File: src/hdl/jha_pkg.sv
// jha_pkg: shared sizes, request and register codes, and item types of the
// joint histogram accumulator. No dependencies.
`default_nettype none

package jha_pkg;

    localparam int MAX_BINS        = 4096;
    localparam int ADDR_BITS       = $clog2(MAX_BINS);
    localparam int SAMPLE_BITS     = 16;
    localparam int COUNT_BITS      = 32;
    localparam int SIZE_BITS       = 16;
    localparam int NBINS_BITS      = 13;
    localparam int DIFF_BITS       = SAMPLE_BITS + 1;
    localparam int PROD_BITS       = 2 * NBINS_BITS;
    localparam int OFFSET_BITS     = PROD_BITS + 1;
    localparam int DIV_STEPS       = SAMPLE_BITS;
    localparam int STEP_BITS       = $clog2(DIV_STEPS + 1);
    localparam int OUT_COUNT_BITS  = 32;
    localparam int OUT_OFFSET_BITS = 12;
    localparam int INDEX_BITS      = 12;
    localparam int CFG_INDEX_BITS  = 4;
    localparam int CFG_DATA_BITS   = 16;
    localparam int EXCL_BITS       = 2;

    // request codes
    localparam logic [1:0] REQ_ACCUM  = 2'd0;
    localparam logic [1:0] REQ_LOOKUP = 2'd1;
    localparam logic [1:0] REQ_READ   = 2'd2;

    // configuration register indexes
    localparam logic [CFG_INDEX_BITS-1:0] CFG_LOWER_A    = 4'd0;
    localparam logic [CFG_INDEX_BITS-1:0] CFG_BIN_SIZE_A = 4'd1;
    localparam logic [CFG_INDEX_BITS-1:0] CFG_BINS_A     = 4'd2;
    localparam logic [CFG_INDEX_BITS-1:0] CFG_LOWER_B    = 4'd3;
    localparam logic [CFG_INDEX_BITS-1:0] CFG_BIN_SIZE_B = 4'd4;
    localparam logic [CFG_INDEX_BITS-1:0] CFG_BINS_B     = 4'd5;
    localparam logic [CFG_INDEX_BITS-1:0] CFG_EXCLUDE    = 4'd6;
    localparam logic [CFG_INDEX_BITS-1:0] CFG_JOINT      = 4'd7;

    typedef struct packed {
        logic [1:0]                    req_type;
        logic signed [SAMPLE_BITS-1:0] sample_a;
        logic signed [SAMPLE_BITS-1:0] sample_b;
        logic                          mask_bit;
        logic [INDEX_BITS-1:0]         bin_index;
        logic                          clear_after;
    } jha_in_t;

    typedef struct packed {
        logic [OUT_COUNT_BITS-1:0]  bin_count;
        logic [OUT_OFFSET_BITS-1:0] bin_offset;
        logic                       included;
        logic                       offset_overflow;
    } jha_out_t;

    typedef struct packed {
        logic                   done;
        logic [SAMPLE_BITS-1:0] quotient;
    } jha_div_res_t;

endpackage

`default_nettype wire

File: src/hdl/jha_div.sv
// jha_div: restoring divider, one quotient bit per cycle, for the bin index.
// Depends on jha_pkg.
`default_nettype none

module jha_div (
    input  wire logic                                aclk,
    input  wire logic                                aresetn,
    input  wire logic                                start,
    input  wire logic [jha_pkg::SAMPLE_BITS-1:0]     dividend,
    input  wire logic [jha_pkg::SIZE_BITS-1:0]       divisor,
    output jha_pkg::jha_div_res_t                    res
);

    logic [jha_pkg::SIZE_BITS-1:0]   rem_reg, rem_next;
    logic [jha_pkg::SAMPLE_BITS-1:0] quo_reg, quo_next;
    logic [jha_pkg::SIZE_BITS-1:0]   dsr_reg, dsr_next;
    logic [jha_pkg::STEP_BITS-1:0]   cnt_reg, cnt_next;
    logic                            done_reg, done_next;
    logic [jha_pkg::SIZE_BITS:0]     trial;
    logic [jha_pkg::SIZE_BITS:0]     trial_sub;
    logic                            fits;

    assign trial     = {rem_reg, quo_reg[jha_pkg::SAMPLE_BITS-1]};
    assign fits      = trial >= {1'b0, dsr_reg};
    assign trial_sub = trial - {1'b0, dsr_reg};

    always_comb begin
        rem_next  = rem_reg;
        quo_next  = quo_reg;
        dsr_next  = dsr_reg;
        cnt_next  = cnt_reg;
        done_next = 1'b0;
        if (start) begin
            rem_next = '0;
            quo_next = dividend;
            dsr_next = divisor;
            cnt_next = jha_pkg::STEP_BITS'(jha_pkg::DIV_STEPS);
        end else if (cnt_reg != '0) begin
            // remainder stays below the divisor, so the top bit drops
            rem_next  = fits ? trial_sub[jha_pkg::SIZE_BITS-1:0]
                             : trial[jha_pkg::SIZE_BITS-1:0];
            quo_next  = {quo_reg[jha_pkg::SAMPLE_BITS-2:0], fits};
            cnt_next  = cnt_reg - 1'b1;
            done_next = (cnt_reg == jha_pkg::STEP_BITS'(1));
        end
    end

    always_ff @(posedge aclk) begin
        if (!aresetn) begin
            cnt_reg  <= '0;
            done_reg <= 1'b0;
        end else begin
            cnt_reg  <= cnt_next;
            done_reg <= done_next;
        end
        rem_reg <= rem_next;
        quo_reg <= quo_next;
        dsr_reg <= dsr_next;
    end

    assign res.done     = done_reg;
    assign res.quotient = quo_reg;

endmodule

`default_nettype wire

File: config.mk
export PLATFORM = sky130hd
export DESIGN_NAME = jha_div
export DESIGN_NICKNAME = d
export VERILOG_FILES = /design/src/hdl/jha_pkg.sv /design/src/hdl/jha_div.sv
export SDC_FILE = /design/constraint.sdc
export NUM_CORES = 1
export LEC_CHECK = 0
export BUFFER_PORTS_ARGS = -buffer_cell sky130_fd_sc_hd__clkbuf_2
export CAP_MARGIN = 10
export CORE_UTILIZATION = 51
export CTS_CLUSTER_DIAMETER = 80
export DETAILED_ROUTE_END_ITERATION = 7
export GPL_ROUTABILITY_DRIVEN = 0
export PLACE_DENSITY = 0.73
export SKIP_CTS_REPAIR_TIMING = 1
export SYNTH_ARGS = -nofsm -noshare
export SYNTH_HDL_FRONTEND = slang
export SYNTH_SLANG_ARGS = --single-unit
File: constraint.sdc
create_clock -name aclk -period 3.1 [get_ports aclk]
set_input_delay 0.465 -clock aclk [delete_from_list [all_inputs] [get_ports aclk]]
set_output_delay 0.465 -clock aclk [all_outputs]
set_load 0.05 [all_outputs]
==> metrics.md <==
| Metric | Value |
|---|---|
| Most frequent cells in the layout | `51 x clkbuf_2, 32 x edfxtp_1, 26 x nor2_1` |
| Commonest non-fill, non-tap cell in the layout | `clkbuf_2` |
| Setup WS pre-CTS | `0.5427 ns` |
| Register bit total from synthesis | `54` |
| Die Area | `6541 um^2` |
| Grt ovf | `0` |
| Vias in the first global route | `about 2400` |
| Min cycle time layout | `about 2.6 ns` |
| WL/cell | `around 15 um` |
| Tot Pwr | `2.967 mW` |
| Synthesized cell area | `3173 um^2` |
| Remaining DRCs | `0` |
| CTS tree | `yes` |
| Initial Utilization | `between 50% and 60%` |
| Final period util | `83.40%` |
| Initial antenna violation count | `0` |
| DRT iter0 DRCs | `between 100 and 150` |
| Post-Synthesis Cells | `308` |
| Outcome | `finished clean` |
| Count of input and output buffers | `a little over 50` |
| Crit path launch type | `flop` |
| Layout cells sized above 1 | `24.23%` |
| Max_cap viols | `0` |
| Total number of vias | `between 2000 and 3000` |
| RSZ-0062 raised after global routing | `false` |
| Area Overhead vs Synth | `13.64%` |
| Storage cell area | `1401 um^2` |
| DRT antenna net count | `0` |
| Dpl cells | `426` |
| Yosys cell types | `50` |
| Clock Path Buffers | `2` |
| Slowest stage cell, crit path | `a211oi_4` |
| Syn Area/Cell | `10.30 um^2` |
| Endpoints failing setup | `0` |
| WP data arrival | `2.81 ns` |
| # diodes | `0` |
| Area of the multi-input gates | `1619 um^2` |
| DRT Wirelength | `between 6 and 7 mm` |
| CTS root buf | `clkbuf_8` |
| Num CTS Buffers | `5` |
| Syn Nets | `363` |
| Hold Vio Cnt, Final | `0` |
| Worst path max stage delay | `0.50 ns` |
| Worst Path Buf+Inv | `2` |
| Clock sink count | `54` |
| Nets | `roughly 410` |
| Synth async-reset ratio | `0%` |
| Crit-path cells | `inv_1, ha_1, nor2b_1, o21bai_4, a211o_1, a211oi_4, buf_4, nor4_1, a211oi_1` |
| Final setup margin | `0.5146 ns` |
| Die height | `80.88 um` |
| Finished Layout Cells | `around 430` |
| Clock Latency Late Sink | `0.31 ns` |
| Critical Path RT | `3.33 ns` |
| Fin. max-slew vios | `0` |
| Largest net degree at the start of global routing | `33` |
| Critical path class | `flop to flop` |
| Clock transition at path regs | `0.10 ns` |
| Core Region | `5956 um^2` |
| Pleak | `roughly 1.5 nW` |
| Tightest Pin Transition | `0.6328 ns` |
| VDD IR max | `0.4238 mV` |
| Global Route Usage Sum | `21.29%` |
| Max_slew headroom | `57.77%` |
| Htree depth | `2` |
| Max Freq | `a little under 400 MHz` |
| Power Dens Cells | `822.9 nW/um^2` |
| Post-synth EDFFs | `32` |
| Rows | `28` |
| Die W | `80.88 um` |
| First-pass GRT wire length | `10.77 mm` |
| Worst-path fanout max | `12` |
| DP Wirelength | `4.773 mm` |
| Main synth FF type | `edfxtp_1` |
| Final Skew | `approximately 0.0067 ns` |
| Ports | `52` |
| Post-route setup TNS | `0 ns` |
| Top delay family on crit path | `compound AO/OA/AOI/OAI gates` |
| Yosys synthesis warning count | `0` |
| Fillcell total | `529` |
| HP Class | `input port to flop` |
| Critical Path Sink Type | `flop` |
| Detailed Routing Iterations Pass 1 | `4` |
| Seq/Total Area, Yosys | `between 40% and 50%` |
| Vias per cell | `5.804` |
## cell usage after synthesis (4+ instances only)
| master | instances | area share, % |
|---|---|---|
| a21oi_1 | 12 | 1.9 |
| o211ai_1 | 5 | 1.2 |
| nor2_1 | 26 | 3.1 |
| inv_1 | 21 | 2.5 |
| clkbuf_1 | 8 | 0.95 |
| o21bai_1 | 9 | 2.1 |
| nor3_1 | 8 | 1.3 |
| xnor2_1 | 8 | 2.2 |
| o21a_1 | 4 | 0.95 |
| dfxtp_1 | 22 | 14 |
| mux2_2 | 15 | 5.3 |
| nand3b_1 | 4 | 0.95 |
| a21o_1 | 7 | 1.7 |
| a211oi_1 | 12 | 2.8 |
| o21ai_0 | 8 | 1.3 |
| ha_1 | 19 | 7.5 |
| nor4_1 | 9 | 1.8 |
| nand2_1 | 13 | 1.5 |
| nand3_1 | 5 | 0.79 |
| nand2b_1 | 5 | 0.99 |
| or3_1 | 4 | 0.79 |
| edfxtp_1 | 32 | 30 |
## worst paths after layout
check	startpoint	end	slack [ns]	cells past startpoint
hold reg to reg	rem_reg[1]	rem_reg[1]	0.53	2
setup reg to reg	dsr_reg[1]	rem_reg[11]	0.51	9
setup / recovery	dsr_reg[1]	rem_reg[11]	0.51	9
hold / removal	divisor[9]	dsr_reg[9]	0.32	1
## area by class of cell
type | count | area share, %
clock inverter | 2 | 0.5205
timing repair buffer | 57 | 8.328
sequential | 54 | 38.86
multi-input combinational | 219 | 44.90
clock buffer | 6 | 2.602
inverter | 21 | 2.186
tap | 75 | 2.602
## where the power goes
part           internal, mW  switching [mW]
sequential            0.934           0.108
combinational         0.556           0.903
clock                 0.214           0.252
## through the flow
stage               hold WS (ns)  instance area (um^2)  utilization [%]
finish                    0.3223                  3606            60.55
global route              0.3021                  3606            60.55
CTS                       0.3131                  3606            60.55
detailed placement        0.5005                  3493            58.66
global placement          0.4854                  3493            58.66
floorplan                 0.4477                  3173                -
## layer usage
metal  routed length, um  track usage [%]
met5                   0                0
met4                  87            6.607
met3                 237            4.382
met2                3151            33.53
met1                3110            29.27
## kinds of logic (layout without fill, tap and decap cells)
group                    count (synthesis)  count (layout)  synth area share [%]
AND/OR/NAND/NOR                         90              90                 14.59
XOR/XNOR                                11              11                 3.037
buffers and inverters                   35              86                 4.811
flip-flops                              54              54                 44.16
AO/OA/AOI/OAI                           81              81                 19.32
multiplexers                            17              17                 5.954
adder cells (fa/ha/maj)                 20              20                 8.123
No activity file was read; power rests on OpenSTA's default activity.
